==> src/pdps_pkg.sv <==
// shared types and constants of the priority drop packet scheduler
package pdps_pkg;

   // defaults of the top level parameters
   localparam int DEF_TELEMETRY_DEPTH  = 128;
   localparam int DEF_PER_STREAM_DEPTH = 2;
   localparam int DEF_AUDIO_DEPTH      = 32;
   localparam int DEF_STREAM_COUNT     = 4;
   localparam int DEF_HANDLE_BITS      = 16;

   // field widths fixed by the interface
   localparam int OP_BITS     = 3;
   localparam int STREAM_BITS = 2;
   localparam int KIND_BITS   = 2;
   localparam int CSR_IDX_BITS = 2;
   localparam int CSR_DATA_BITS = 8;
   localparam int TLIM_BITS   = 8;
   localparam int VLIM_BITS   = 2;
   localparam int ALIM_BITS   = 6;

   // register reset values
   localparam logic [TLIM_BITS-1:0] TLIM_RESET = 8'd128;
   localparam logic [VLIM_BITS-1:0] VLIM_RESET = 2'd2;
   localparam logic [ALIM_BITS-1:0] ALIM_RESET = 6'd32;

   // register indexes
   localparam logic [CSR_IDX_BITS-1:0] CSR_TELEMETRY_LIMIT    = 2'd0;
   localparam logic [CSR_IDX_BITS-1:0] CSR_VIDEO_STREAM_LIMIT = 2'd1;
   localparam logic [CSR_IDX_BITS-1:0] CSR_AUDIO_LIMIT        = 2'd2;

   // operation codes
   localparam logic [OP_BITS-1:0] OP_ENQ_TELEMETRY = 3'd0;
   localparam logic [OP_BITS-1:0] OP_ENQ_VIDEO     = 3'd1;
   localparam logic [OP_BITS-1:0] OP_ENQ_AUDIO     = 3'd2;
   localparam logic [OP_BITS-1:0] OP_DISPATCH      = 3'd3;
   localparam logic [OP_BITS-1:0] OP_STOP          = 3'd4;

   // result kinds
   localparam logic [KIND_BITS-1:0] KIND_TELEMETRY = 2'd0;
   localparam logic [KIND_BITS-1:0] KIND_VIDEO     = 2'd1;
   localparam logic [KIND_BITS-1:0] KIND_AUDIO     = 2'd2;

   // command to every cell of a queue
   typedef enum logic [2:0] {
      CMD_NONE,
      CMD_MARK,
      CMD_SHIFT,
      CMD_POP,
      CMD_PUSH,
      CMD_CLEAR
   } cell_cmd_type;

   typedef struct packed {
      cell_cmd_type cmd;
      logic         use_tag;
      logic         fallback;
   } cell_ctl_type;

endpackage

==> src/pdps_cell.sv <==
// one queue cell: holds an entry and passes it toward the head on removal
module pdps_cell #(
   parameter int TW = 1,
   parameter int HW = 16
) (
   input  logic                    clock,
   input  logic                    reset,
   input  pdps_pkg::cell_ctl_type  ctl,
   input  logic                    any,
   input  logic [TW-1:0]           want,
   input  logic                    first,
   input  logic                    prev_valid,
   input  logic                    seen_in,
   output logic                    seen_out,
   input  logic                    rm_in,
   output logic                    rm_out,
   input  logic                    nxt_valid,
   input  logic [TW+HW-1:0]        nxt_data,
   input  logic [TW+HW-1:0]        push_data,
   output logic                    valid,
   output logic [TW+HW-1:0]        data,
   output logic [TW+HW-1:0]        sel_data
);
   import pdps_pkg::*;

   logic              valid_ff, valid_in;
   logic              mark_ff, mark_in;
   logic [TW+HW-1:0]  data_ff, data_in;
   logic              hit;
   logic              rm_here;

   // match against the wanted tag, or any valid entry
   assign hit      = valid_ff && (!ctl.use_tag || (data_ff[TW+HW-1:HW] == want));
   assign seen_out = seen_in || hit;
   assign rm_here  = rm_in || ((ctl.cmd == CMD_SHIFT) && mark_ff);
   assign rm_out   = rm_here;

   // next cell contents
   always_comb begin
      valid_in = valid_ff;
      data_in  = data_ff;
      mark_in  = 1'b0;
      unique case (ctl.cmd)
         CMD_MARK: begin
            mark_in = any ? (hit && !seen_in) : (ctl.fallback && first && valid_ff);
         end
         CMD_SHIFT, CMD_POP: begin
            if (rm_here) begin
               valid_in = nxt_valid;
               data_in  = nxt_data;
            end
         end
         CMD_PUSH: begin
            if (!valid_ff && prev_valid) begin
               valid_in = 1'b1;
               data_in  = push_data;
            end
         end
         CMD_CLEAR: begin
            valid_in = 1'b0;
         end
         default: begin
         end
      endcase
   end

   always_ff @(posedge clock) begin
      if (reset) begin
         valid_ff <= 1'b0;
         mark_ff  <= 1'b0;
      end else begin
         valid_ff <= valid_in;
         mark_ff  <= mark_in;
      end
      data_ff <= data_in;
   end

   assign valid    = valid_ff;
   assign data     = data_ff;
   assign sel_data = mark_ff ? data_ff : '0;

endmodule

==> src/pdps_chain.sv <==
// row of queue cells with head at cell zero
module pdps_chain #(
   parameter int N  = 8,
   parameter int TW = 1,
   parameter int HW = 16
) (
   input  logic                    clock,
   input  logic                    reset,
   input  pdps_pkg::cell_ctl_type  ctl,
   input  logic [TW-1:0]           want,
   input  logic [TW+HW-1:0]        push_data,
   output logic                    any,
   output logic [TW+HW-1:0]        sel_data,
   output logic                    head_valid,
   output logic [TW+HW-1:0]        head_data
);
   import pdps_pkg::*;

   logic [N:0]              seen;
   logic [N:0]              rm;
   logic [N-1:0]            valid;
   logic [TW+HW-1:0]        data [N];
   logic [TW+HW-1:0]        sel [N];
   logic [N-1:0]            nxt_valid;
   logic [TW+HW-1:0]        nxt_data [N];
   logic [N-1:0]            prev_valid;

   assign seen[0] = 1'b0;
   assign rm[0]   = (ctl.cmd == CMD_POP);
   assign any     = seen[N];

   genvar i;
   generate
      for (i = 0; i < N; i++) begin : g_cell
         // neighbor wiring
         if (i == N - 1) begin : g_tail
            assign nxt_valid[i] = 1'b0;
            assign nxt_data[i]  = '0;
         end else begin : g_mid
            assign nxt_valid[i] = valid[i+1];
            assign nxt_data[i]  = data[i+1];
         end
         if (i == 0) begin : g_head
            assign prev_valid[i] = 1'b1;
         end else begin : g_body
            assign prev_valid[i] = valid[i-1];
         end

         pdps_cell #(.TW(TW), .HW(HW)) u_cell (
            .clock      (clock),
            .reset      (reset),
            .ctl        (ctl),
            .any        (any),
            .want       (want),
            .first      (1'(i == 0)),
            .prev_valid (prev_valid[i]),
            .seen_in    (seen[i]),
            .seen_out   (seen[i+1]),
            .rm_in      (rm[i]),
            .rm_out     (rm[i+1]),
            .nxt_valid  (nxt_valid[i]),
            .nxt_data   (nxt_data[i]),
            .push_data  (push_data),
            .valid      (valid[i]),
            .data       (data[i]),
            .sel_data   (sel[i])
         );
      end
   endgenerate

   // marked entry, at most one cell drives it
   always_comb begin
      sel_data = '0;
      for (int k = 0; k < N; k++) begin
         sel_data = sel_data | sel[k];
      end
   end

   assign head_valid = valid[0];
   assign head_data  = data[0];

endmodule

==> config.mk <==
export PLATFORM = sky130hd
export DESIGN_NAME = pdps_chain
export DESIGN_NICKNAME = d
export VERILOG_FILES = /design/src/pdps_pkg.sv /design/src/pdps_cell.sv /design/src/pdps_chain.sv
export SDC_FILE = /design/constraint.sdc
export NUM_CORES = 1
export LEC_CHECK = 0
export BUFFER_PORTS_ARGS = -buffer_cell sky130_fd_sc_hd__buf_2
export CORE_MARGIN = 2
export CORE_UTILIZATION = 45
export CTS_CLUSTER_DIAMETER = 40
export DETAILED_ROUTE_END_ITERATION = 8
export SYNTH_ARGS = -nofsm -noshare
export SYNTH_HDL_FRONTEND = slang
export SYNTH_SLANG_ARGS = --single-unit
==> constraint.sdc <==
create_clock -name clock -period 4.45 [get_ports clock]
set_input_delay 0 -clock clock [delete_from_list [all_inputs] [get_ports clock]]
set_output_delay 0 -clock clock [all_outputs]
set_load 0.005 [all_outputs]
==> results of run 1 <==
placed cells by master, fill, tap and decap left out, types with 3 or more instances in the layout:
cell type / netlist / layout
a21oi_1: 14 / 14
nor3_1: 3 / 3
inv_1: 6 / 6
a222oi_1: 4 / 4
buf_4: 18 / 6
nand2_1: 9 / 9
xor2_1: 6 / 6
o21ai_0: 20 / 20
nor2b_2: 0 / 6
edfxtp_1: 136 / 136
a22o_1: 5 / 5
and2_1: 17 / 17
dlygate4sd3_1: 0 / 4
a221oi_1: 3 / 3
nand3_1: 5 / 5
a21o_1: 120 / 120
a22oi_1: 68 / 68
a211oi_1: 4 / 4
bufinv_16: 0 / 3
clkinvlp_4: 0 / 5
o21ai_1: 5 / 5
nand4_1: 18 / 18
dfxtp_1: 16 / 16
buf_2: 30 / 60
nor2_1: 13 / 13
clkbuf_16: 0 / 17
layout make-up:
type                    instances  area (um^2)  share of cell area [%]
flip-flops and latches        152         4400                    54.3
clock inverters                15          176                    2.17
well taps                     216          270                    3.33
inverters                       6         22.5                   0.278
clock buffers                  17          425                    5.24
repair buffers                 70          385                    4.75
multi-input cells             346         2430                    30.0
state kept, by name, indices dropped and copies added, names as in the netlist:
signal and flops:
g_cell.u_cell.data 136, g_cell.u_cell.mark_ff 8, g_cell.u_cell.valid 8
worst max-delay path, cell delays in order (launching register included):
cell and delay, ps:
dfxtp_1 920, nor2_1 130, nand3_1 290, o21ba_2 230
nor2b_2 910
through the flow:
step                cell area (um^2)  setup slack, ps  instances
detailed placement              7470             1620        786
CTS                             8120             1590        822
finish                          8120             1580        822
floorplan                       7250             2180        581
global route                    8120             1400        822
global placement                7470             1650        786
worst paths after layout:
check / startpoint / end / slack, ps / cells after the start
min: ctl[3] / g_cell[0].u_cell.valid$_SDFFE_PP0P_ / 40 / 4
max: g_cell[2].u_cell.mark_ff$_SDFF_PP0_ / g_cell[4].u_cell.data[12]$_DFFE_PP_ / 1580 / 4
min reg2reg: g_cell[5].u_cell.data[7]$_DFFE_PP_ / g_cell[4].u_cell.data[7]$_DFFE_PP_ / 540 / 1
max reg2reg: g_cell[2].u_cell.mark_ff$_SDFF_PP0_ / g_cell[4].u_cell.data[12]$_DFFE_PP_ / 1580 / 4
metal layers:
layer,track usage [%],vias to the layer above,wire (um)
met1,31.4,2516,8150
met3,5.13,20,1390
met5,0,-,0
li1,-,2269,-
met2,34.2,214,8520
met4,6.88,0,233
cell families (layout without fill, tap and decap cells):
logic type      after synthesis  after routing  share of synthesized area [%]
compound gates              253            253                           25.3
flops                       152            152                           60.7
simple gates                 87             87                           7.16
buf+inv                      83            108                           6.06
xor+xnor                      6              6                          0.725
power by group through the flow:
stage	combinational (uW)	sequential (uW)	clock (uW)
2_1_floorplan	215	1740	0
3_3_place_gp	268	1770	0
3_5_place_dp	275	1780	0
4_1_cts	279	1750	1490
5_1_grt	308	1760	1550
6_report	278	1750	1470
cell usage after synthesis, drive strengths merged (2+ instances only):
cell	instances
edfxtp	136
a21o	120
a22oi	68
buf	52
clkbuf	25
o21ai	25
nand4	18
and2	17
dfxtp	16
a21oi	14
nor2	14
nand2	9
nor2b	9
inv	6
xor2	6
a211oi	5
a22o	5
nand3	5
a222oi	4
nor3	4
a221oi	3
and3	2
nor3b	2
nor4	2
nor4b	2
o21a	2
==> impl_metrics.json, run 1 <==
{
  "postSynthAreaPerCell_um2": 12.5,
  "synth.top_cell.area_share_pct": 56.3,
  "root_buffer": "clkbuf_16",
  "grt_max_degree": 65,
  "drive_gt1_share_pct": 18.8,
  "yosysSeqAreaShare_pct": 60.7,
  "drtIter0Drc": 601,
  "synthFlopType": "edfxtp_1",
  "slew_viol_final": 0,
  "post_cts_buffers": 0,
  "hold_path.class": "in2reg",
  "synth_edf_count": 136,
  "die_x_um": 131,
  "grt_remaining_overflow": 0,
  "finalHoldViolCount": 0,
  "pwr-share-seq_pct": 50.1,
  "fin_skew_ps": 8.64,
  "fp-row-count": 46,
  "cts.sinks": 152,
  "cellLeakagePower_uw": 0.00333,
  "fin_crit_ps": 2870,
  "ys_types": 45,
  "cts_buffers": 17,
  "status": "completed",
  "yosysWarnings": 0,
  "nFillCells": 1387,
  "internal_power_uw": 2680,
  "grt_pass1_wl_um": 28000,
  "yosysTopAreaCell": "edfxtp_1",
  "first_pass_iters": 5,
  "report.power.total_uw": 3490,
  "max_freq_mhz": 348,
  "powerDensity_nw_per_um2": 430,
  "grt_pass1_vias": 4881,
  "syn_nets": 606,
  "viasPerCell": 6.11,
  "syn_area_um2": 7250,
  "holdWs_ps": 43.9,
  "endpoint_kind": "register",
  "die_y_um": 131,
  "hpwl_um": 11500,
  "wl_per_cell_um": 22.3,
  "rsz0062_at_grt": "false",
  "crit_required_ps": 4490,
  "crit_fanout": 18,
  "finalCoreUtilization_pct": 51.3,
  "start_kind": "register",
  "period_share_pct": 64.5,
  "cp_data_arrival_time_ps": 2910,
  "p_switching_uw": 816,
  "drc_errors": 0,
  "start_util_pct": 45.8,
  "clk_path_buf_depth": 2,
  "synthCells": 581,
  "synth_area_leaders": "edfxtp_1, a21o_1, a22oi_1",
  "cap_violations": 0,
  "ant_nets": 0,
  "clockPowerShare_pct": 42.0,
  "antenna_found_initial": 0,
  "boundaryPins": 61,
  "ys_async_sr_fraction_pct": 0,
  "worstSetupPathType": "reg2reg",
  "tritoncts": "yes",
  "clock_latency_ps": 430,
  "cts_max_level": 4,
  "finalWirelength_um": 18300,
  "setup_viol": 0,
  "antennaDiodeCount": 0,
  "vdd_drop_max_mv": 0.292,
  "cts_resized": 0,
  "fin_setup_tns_ps": 0,
  "grt_usage_pct": 22.2,
  "switching_share_pct": 23.4,
  "ys_ff_latch": 152,
  "areaGrowthSynthToFinish_pct": 11.9,
  "io_buffers": 60,
  "coreArea_um2": 15800,
  "max_slew.worst_pin.slew_ps": 1170,
  "relSlewSlack_pct": 21.7,
  "num_vias": 5019,
  "die_area_um2": 17100,
  "globalplace.congestion": 0.872,
  "combPwrFrac_pct": 8.0,
  "path_clk_slew_ps": 60,
  "hold_buffers": 4,
  "nets": 618
}
Power figures use the tool's default switching activity.
==> run 2: changes to the inputs <==
- ABC_AREA: not set -> 1
- clock period: 4.45 -> 3 ns (I/O delays scaled with it)
==> impl_metrics.json, run 2 <==
{
  "status": "completed",
  "grt_remaining_overflow": 0,
  "yosysSeqAreaShare_pct": 61.6,
  "drc_errors": 0,
  "io_buffers": 60,
  "critPathSlowestCell": "nor2_1",
  "globalplace.congestion": 0.843,
  "syn_area_um2": 7150,
  "wl_per_cell_um": 18.4,
  "antenna_found_initial": 0,
  "yosysMostFrequentCell": "nand2_1",
  "areaGrowthSynthToFinish_pct": 16.9,
  "cts_buffers": 17,
  "ys_types": 31,
  "wl_met2_um": 8920,
  "routed-wl-met3_um": 1520,
  "fin_crit_ps": 2380,
  "worstSetupStartpoint": "g_cell[1].u_cell.mark_ff$_SDFF_PP0_",
  "start_kind": "register",
  "yosysWarnings": 0,
  "hold_path.class": "in2reg",
  "grt_max_degree": 59,
  "switching_share_pct": 22.2,
  "rr_startpoint": "g_cell[1].u_cell.mark_ff$_SDFF_PP0_",
  "cellLeakagePower_uw": 0.00375,
  "synth_edf_count": 136,
  "crit_top_cell": "nand2_1",
  "synthCells": 763,
  "grt_pass1_wl_um": 30300,
  "start_util_pct": 45.5,
  "r2r-end": "g_cell[5].u_cell.data[3]$_DFFE_PP_",
  "ant_nets": 0,
  "root_buffer": "clkbuf_16",
  "powerDensity_nw_per_um2": 659,
  "grt_usage_pct": 24.3,
  "fin_skew_ps": 10.2,
  "top_layer_used": "met4",
  "worstPathCellList": "inv_1 > nand2_1 > nor2_1 > nand3_1 > nor2_2 > nand2_1 > nand2_1 > nor2_1 > buf_4",
  "postSynthAreaPerCell_um2": 9.37,
  "path_clk_slew_ps": 60,
  "synth_area_leaders": "edfxtp_1, nand2_1, o21ai_0",
  "reg2reg_slack_ps": 620,
  "drtIter0Drc": 462,
  "slew_viol_final": 0,
  "num_vias": 5581,
  "internal_power_uw": 4280,
  "post-route-cell-area_um2": 8350,
  "period_share_pct": 79.5,
  "syn_nets": 788,
  "antennaDiodeCount": 0,
  "p_switching_uw": 1220,
  "worst-path-buf-inv": 2,
  "fin_setup_tns_ps": 0,
  "largest_reg_flops": 136,
  "finalWirelength_um": 19300,
  "cp_data_arrival_time_ps": 2500,
  "clock_latency_ps": 420,
  "synth_common_cells": "nand2_1, edfxtp_1, inv_1",
  "worstSetupPathType": "reg2reg",
  "final_cell_mix": "nand2_1, edfxtp_1, inv_1, o21ai_0, buf_2",
  "nFillCells": 1457,
  "relSlewSlack_pct": 43.3,
  "crit_fanout": 9,
  "max_slew.worst_pin.slew_ps": 847,
  "ys_async_sr_fraction_pct": 0,
  "slowest_delay_ps": 650,
  "finalHoldViolCount": 0,
  "rsz0062_at_grt": "false",
  "viasPerCell": 5.33,
  "clockPowerShare_pct": 45.2,
  "combPwrFrac_pct": 8.1,
  "yosysTopAreaCell": "edfxtp_1",
  "finalCoreUtilization_pct": 53.2,
  "clk_path_buf_depth": 2,
  "die_y_um": 130,
  "first_pass_iters": 5,
  "cap_violations": 0,
  "min_path_cells": 3,
  "tritoncts": "yes",
  "crit_required_ps": 3120,
  "max_freq_mhz": 419,
  "cts_max_level": 4,
  "hpwl_um": 13000,
  "ys_ff_latch": 152,
  "boundaryPins": 61,
  "pwr-share-seq_pct": 46.7,
  "die_area_um2": 16900,
  "grt_pass1_vias": 5478,
  "cts.sinks": 152,
  "nets": 844,
  "post_cts_buffers": 0,
  "report.power.total_uw": 5500,
  "vdd_drop_max_mv": 0.468,
  "synthFlopType": "edfxtp_1",
  "drive_gt1_share_pct": 14.7,
  "min_to": "g_cell[7].u_cell.data[0]$_SDFFCE_PN0P_",
  "final_common_cell": "nand2_1",
  "reg2regPathDepth": 9,
  "synth.top_cell.area_share_pct": 57.1,
  "fp-row-count": 46,
  "path_delay_family": "simple AND/OR/NAND/NOR gates",
  "setup_viol": 0,
  "min_from": "push_data[0]",
  "placed_cell_area_um2": 7620,
  "endpoint_kind": "register",
  "die_x_um": 130,
  "coreArea_um2": 15700,
  "drt-met1-wl_um": 8660
}
==> run 2: cell types whose count changed after synthesis, moves of 8 or more <==
cell      change
and2_1       -16
a22oi_1      -68
a21o_1      -120
nand4_1       -9
inv_1        +80
buf_2        -26
nand2_1     +266
o21ai_0      +52
nor2_1        +8
nand3_1      +20
nor2b_1       -8
a221oi_1     +13
a21oi_1       +8
==> run 2: worst min-delay path, cell delays in order <==
cell and delay, ps:
buf_2 70, nand2_1 160, inv_1 90
==> run 2: per-stage QoR <==
| step | cells | setup WS [ps] | hold WS (ps) |
|---|---|---|---|
| after floorplan | 763 | 598 | 69.1 |
| final | 1048 | 616 | 12.3 |
| after global placement | 1011 | 691 | 250 |
| after detailed placement | 1011 | 604 | 233 |
| after CTS | 1048 | 589 | 11.4 |
| after global routing | 1048 | 407 | 61.7 |
==> run 2: repair_timing <==
action                                  in CTS  in global routing
hold endpoints to repair                     9                  0
hold buffers                                 5                  0
resized for setup                            0                  0
endpoints found under the setup margin       0                  0
==> run 2: cell type report <==
type | count | area [um^2] | area share (%)
Sequential cell | 152 | 4400 | 52.7
Clock buffer | 19 | 433 | 5.18
Clock inverter | 13 | 249 | 2.98
Inverter | 90 | 338 | 4.04
Tap cell | 216 | 270 | 3.24
Timing Repair Buffer | 83 | 485 | 5.81
Multi-Input combinational cell | 475 | 2170 | 26.0
==> run 2: worst max-delay path by stage <==
stage	end	depth (start not counted)
floorplan	g_cell[0].u_cell.data[0]$_DFFE_PP_	4
global placement	g_cell[5].u_cell.data[0]$_DFFE_PP_	9
detailed placement	g_cell[5].u_cell.data[0]$_DFFE_PP_	9
CTS	g_cell[5].u_cell.data[3]$_DFFE_PP_	9
global route	g_cell[6].u_cell.data[4]$_DFFE_PP_	9
finish	g_cell[5].u_cell.data[3]$_DFFE_PP_	9
==> run 2: per-layer routing <==
layer / global-route usage (%) / vias to the layer above
met1: 33.8 / 2652
li1: - / 2674
met3: 5.58 / 14
met4: 6.45 / 0
met5: 0 / -
met2: 38.6 / 241
==> run 2: logic make-up (layout without fill, tap and decap cells) <==
group / after synthesis / in the layout / share of synthesized area (%)
compound gates: 133 / 133 / 10.8
simple gates: 342 / 342 / 19.3
buf+inv: 136 / 205 / 8.26
flops: 152 / 152 / 61.6
==> run 2: power by group through the flow <==
stage | clock network, uW | logic, uW | registers (uW)
CTS | 2510 | 447 | 2570
global placement | 0 | 433 | 2610
finish | 2480 | 447 | 2570
global route | 2600 | 506 | 2590
floorplan | 0 | 298 | 2590
detailed placement | 0 | 440 | 2610
==> run 3: changes to the inputs <==
- PLACE_DENSITY: not set -> 0.65
- clock period: 3 -> 2 ns (I/O delays scaled with it)
==> impl_metrics.json, run 3 (synthesis gave the netlist of run 2 again) <==
{
  "clk_path_buf_depth": 2,
  "switching_share_pct": 23.5,
  "final_cell_mix": "nand2_1, edfxtp_1, inv_1, o21ai_0, buf_2",
  "cts.sinks": 152,
  "max_slew.worst_pin.slew_ps": 635,
  "holdWs_ps": 5.79,
  "powerDensity_nw_per_um2": 940,
  "hpwl_um": 12200,
  "cap_violations": 0,
  "fp-row-count": 46,
  "cp_data_arrival_time_ps": 1940,
  "antennaDiodeCount": 0,
  "grt_max_degree": 73,
  "slowest_delay_ps": 410,
  "grt_usage_pct": 23.0,
  "cp.depth": 5,
  "worst_slack_ps": 61.3,
  "worst-path-buf-inv": 2,
  "critPathSlowestCell": "dfxtp_1",
  "io_buffers": 60,
  "path_clk_slew_ps": 60,
  "hold_path.class": "in2reg",
  "start_util_pct": 45.5,
  "internal_power_uw": 6060,
  "globalplace.congestion": 0.857,
  "fin_crit_ps": 1940,
  "die_x_um": 130,
  "viasPerCell": 5.33,
  "finalHoldViolCount": 0,
  "relSlewSlack_pct": 57.7,
  "pwr-share-seq_pct": 48.6,
  "drtIter0Drc": 602,
  "clockPowerShare_pct": 42.4,
  "period_share_pct": 96.9,
  "worstPathCellList": "inv_1 > o221ai_1 > a221oi_1 > nand4_1 > buf_2",
  "drive_gt1_share_pct": 16.7,
  "coreArea_um2": 15700,
  "start_kind": "register",
  "rsz0062_at_grt": "true",
  "boundaryPins": 61,
  "worstSetupStartpoint": "g_cell[7].u_cell.mark_ff$_SDFF_PP0_",
  "finalWirelength_um": 18800,
  "areaGrowthSynthToFinish_pct": 18.0,
  "crit_fanout": 10,
  "grt_pass1_vias": 5393,
  "setup_viol": 0,
  "first_pass_iters": 6,
  "largest_reg_flops": 136,
  "nets": 856,
  "cellLeakagePower_uw": 0.00378,
  "cts_buffers": 17,
  "cts_max_level": 4,
  "ant_nets": 0,
  "worstSetupPathType": "reg2out",
  "rr_startpoint": "g_cell[1].u_cell.mark_ff$_SDFF_PP0_",
  "clock_latency_ps": 430,
  "status": "completed",
  "num_vias": 5650,
  "reg2regPathDepth": 10,
  "endpoint_kind": "output pin",
  "grt_remaining_overflow": 0,
  "path_delay_family": "buffers and inverters",
  "wl_per_cell_um": 17.7,
  "antenna_found_initial": 0,
  "dp_slack_ps": 156,
  "nFillCells": 1395,
  "fin_skew_ps": 13.3,
  "reg2reg_slack_ps": 290,
  "root_buffer": "clkbuf_16",
  "vdd_drop_max_mv": 0.660,
  "slew_viol_final": 0,
  "combPwrFrac_pct": 9.0,
  "crit_required_ps": 2000,
  "max_freq_mhz": 516,
  "r2r-end": "g_cell[4].u_cell.data[1]$_DFFE_PP_",
  "drc_errors": 0,
  "die_area_um2": 16900,
  "die_y_um": 130,
  "worstSetupEndpoint": "sel_data[15]",
  "tritoncts": "yes",
  "final_common_cell": "nand2_1",
  "grt_pass1_wl_um": 29100,
  "p_switching_uw": 1870
}
## run 3: what timing repair did
item	4_1_cts	5_1_grt
buffers inserted	0	1
gates resized for setup	3	4
hold endpoints to repair	5	0
hold buffers	3	0
setup endpoints to repair	1	44
## run 3: area by class of cell
| type | instances | area, um^2 | area share [%] |
|---|---|---|---|
| Timing Repair Buffer | 95 | 616 | 7.30 |
| Clock inverter | 14 | 180 | 2.14 |
| Sequential cell | 152 | 4400 | 52.2 |
| Clock buffer | 18 | 429 | 5.09 |
| Inverter | 90 | 342 | 4.05 |
| Tap cell | 216 | 270 | 3.20 |
| Multi-Input combinational cell | 475 | 2190 | 26.0 |
## run 3: stage by stage
step | cells | setup TNS [ps] | instance area [um^2] | util (%) | power [uW]
floorplan | 763 | 0 | 7160 | - | 4340
global route | 1060 | -69.4 | 8430 | 53.7 | 8170
detailed placement | 1024 | 0 | 7750 | 49.3 | 4610
finish | 1060 | 0 | 8430 | 53.7 | 7930
CTS | 1059 | 0 | 8400 | 53.5 | 7940
global placement | 1024 | 0 | 7750 | 49.3 | 4600
## run 3: power groups by stage
stage | Combinational (uW) | Sequential, uW | Clock (uW)
after global placement | 680 | 3920 | 0
final | 714 | 3860 | 3360
after global routing | 797 | 3880 | 3500
after CTS | 703 | 3860 | 3380
after detailed placement | 692 | 3920 | 0
after floorplan | 452 | 3880 | 0
## run 3: routing by layer
metal / track usage [%] / up-vias / wire (um)
li1: - / 2701 / -
met1: 33.3 / 2692 / 8680
met2: 35.1 / 232 / 8570
met3: 4.92 / 25 / 1220
met4: 7.02 / 0 / 279
met5: 0 / - / 0
## run 3: worst min-delay path by stage
stage / start / endpoint / slack, ps / depth (start not counted)
after CTS: push_data[0] / g_cell[7].u_cell.data[0]$_SDFFCE_PN0P_ / 5 / 3
after detailed placement: reset / g_cell[0].u_cell.valid$_SDFFE_PP0P_ / 240 / 2
after floorplan: reset / g_cell[0].u_cell.valid$_SDFFE_PP0P_ / 70 / 1
after global placement: reset / g_cell[6].u_cell.valid$_SDFFE_PP0P_ / 240 / 2
final: push_data[9] / g_cell[7].u_cell.data[9]$_SDFFCE_PN0P_ / 6 / 3
after global routing: push_data[16] / g_cell[7].u_cell.data[16]$_SDFFCE_PN0P_ / 50 / 3
## run 3: worst reg2reg max path, stage by stage (launching register included)
cell	delay, ps
dfxtp_1	340
inv_1	70
nand2_1	60
nor2_1	50
nand3_1	120
nor2_2	50
buf_4	140
a21oi_1	160
inv_1	80
nor2_2	100
buf_4	230
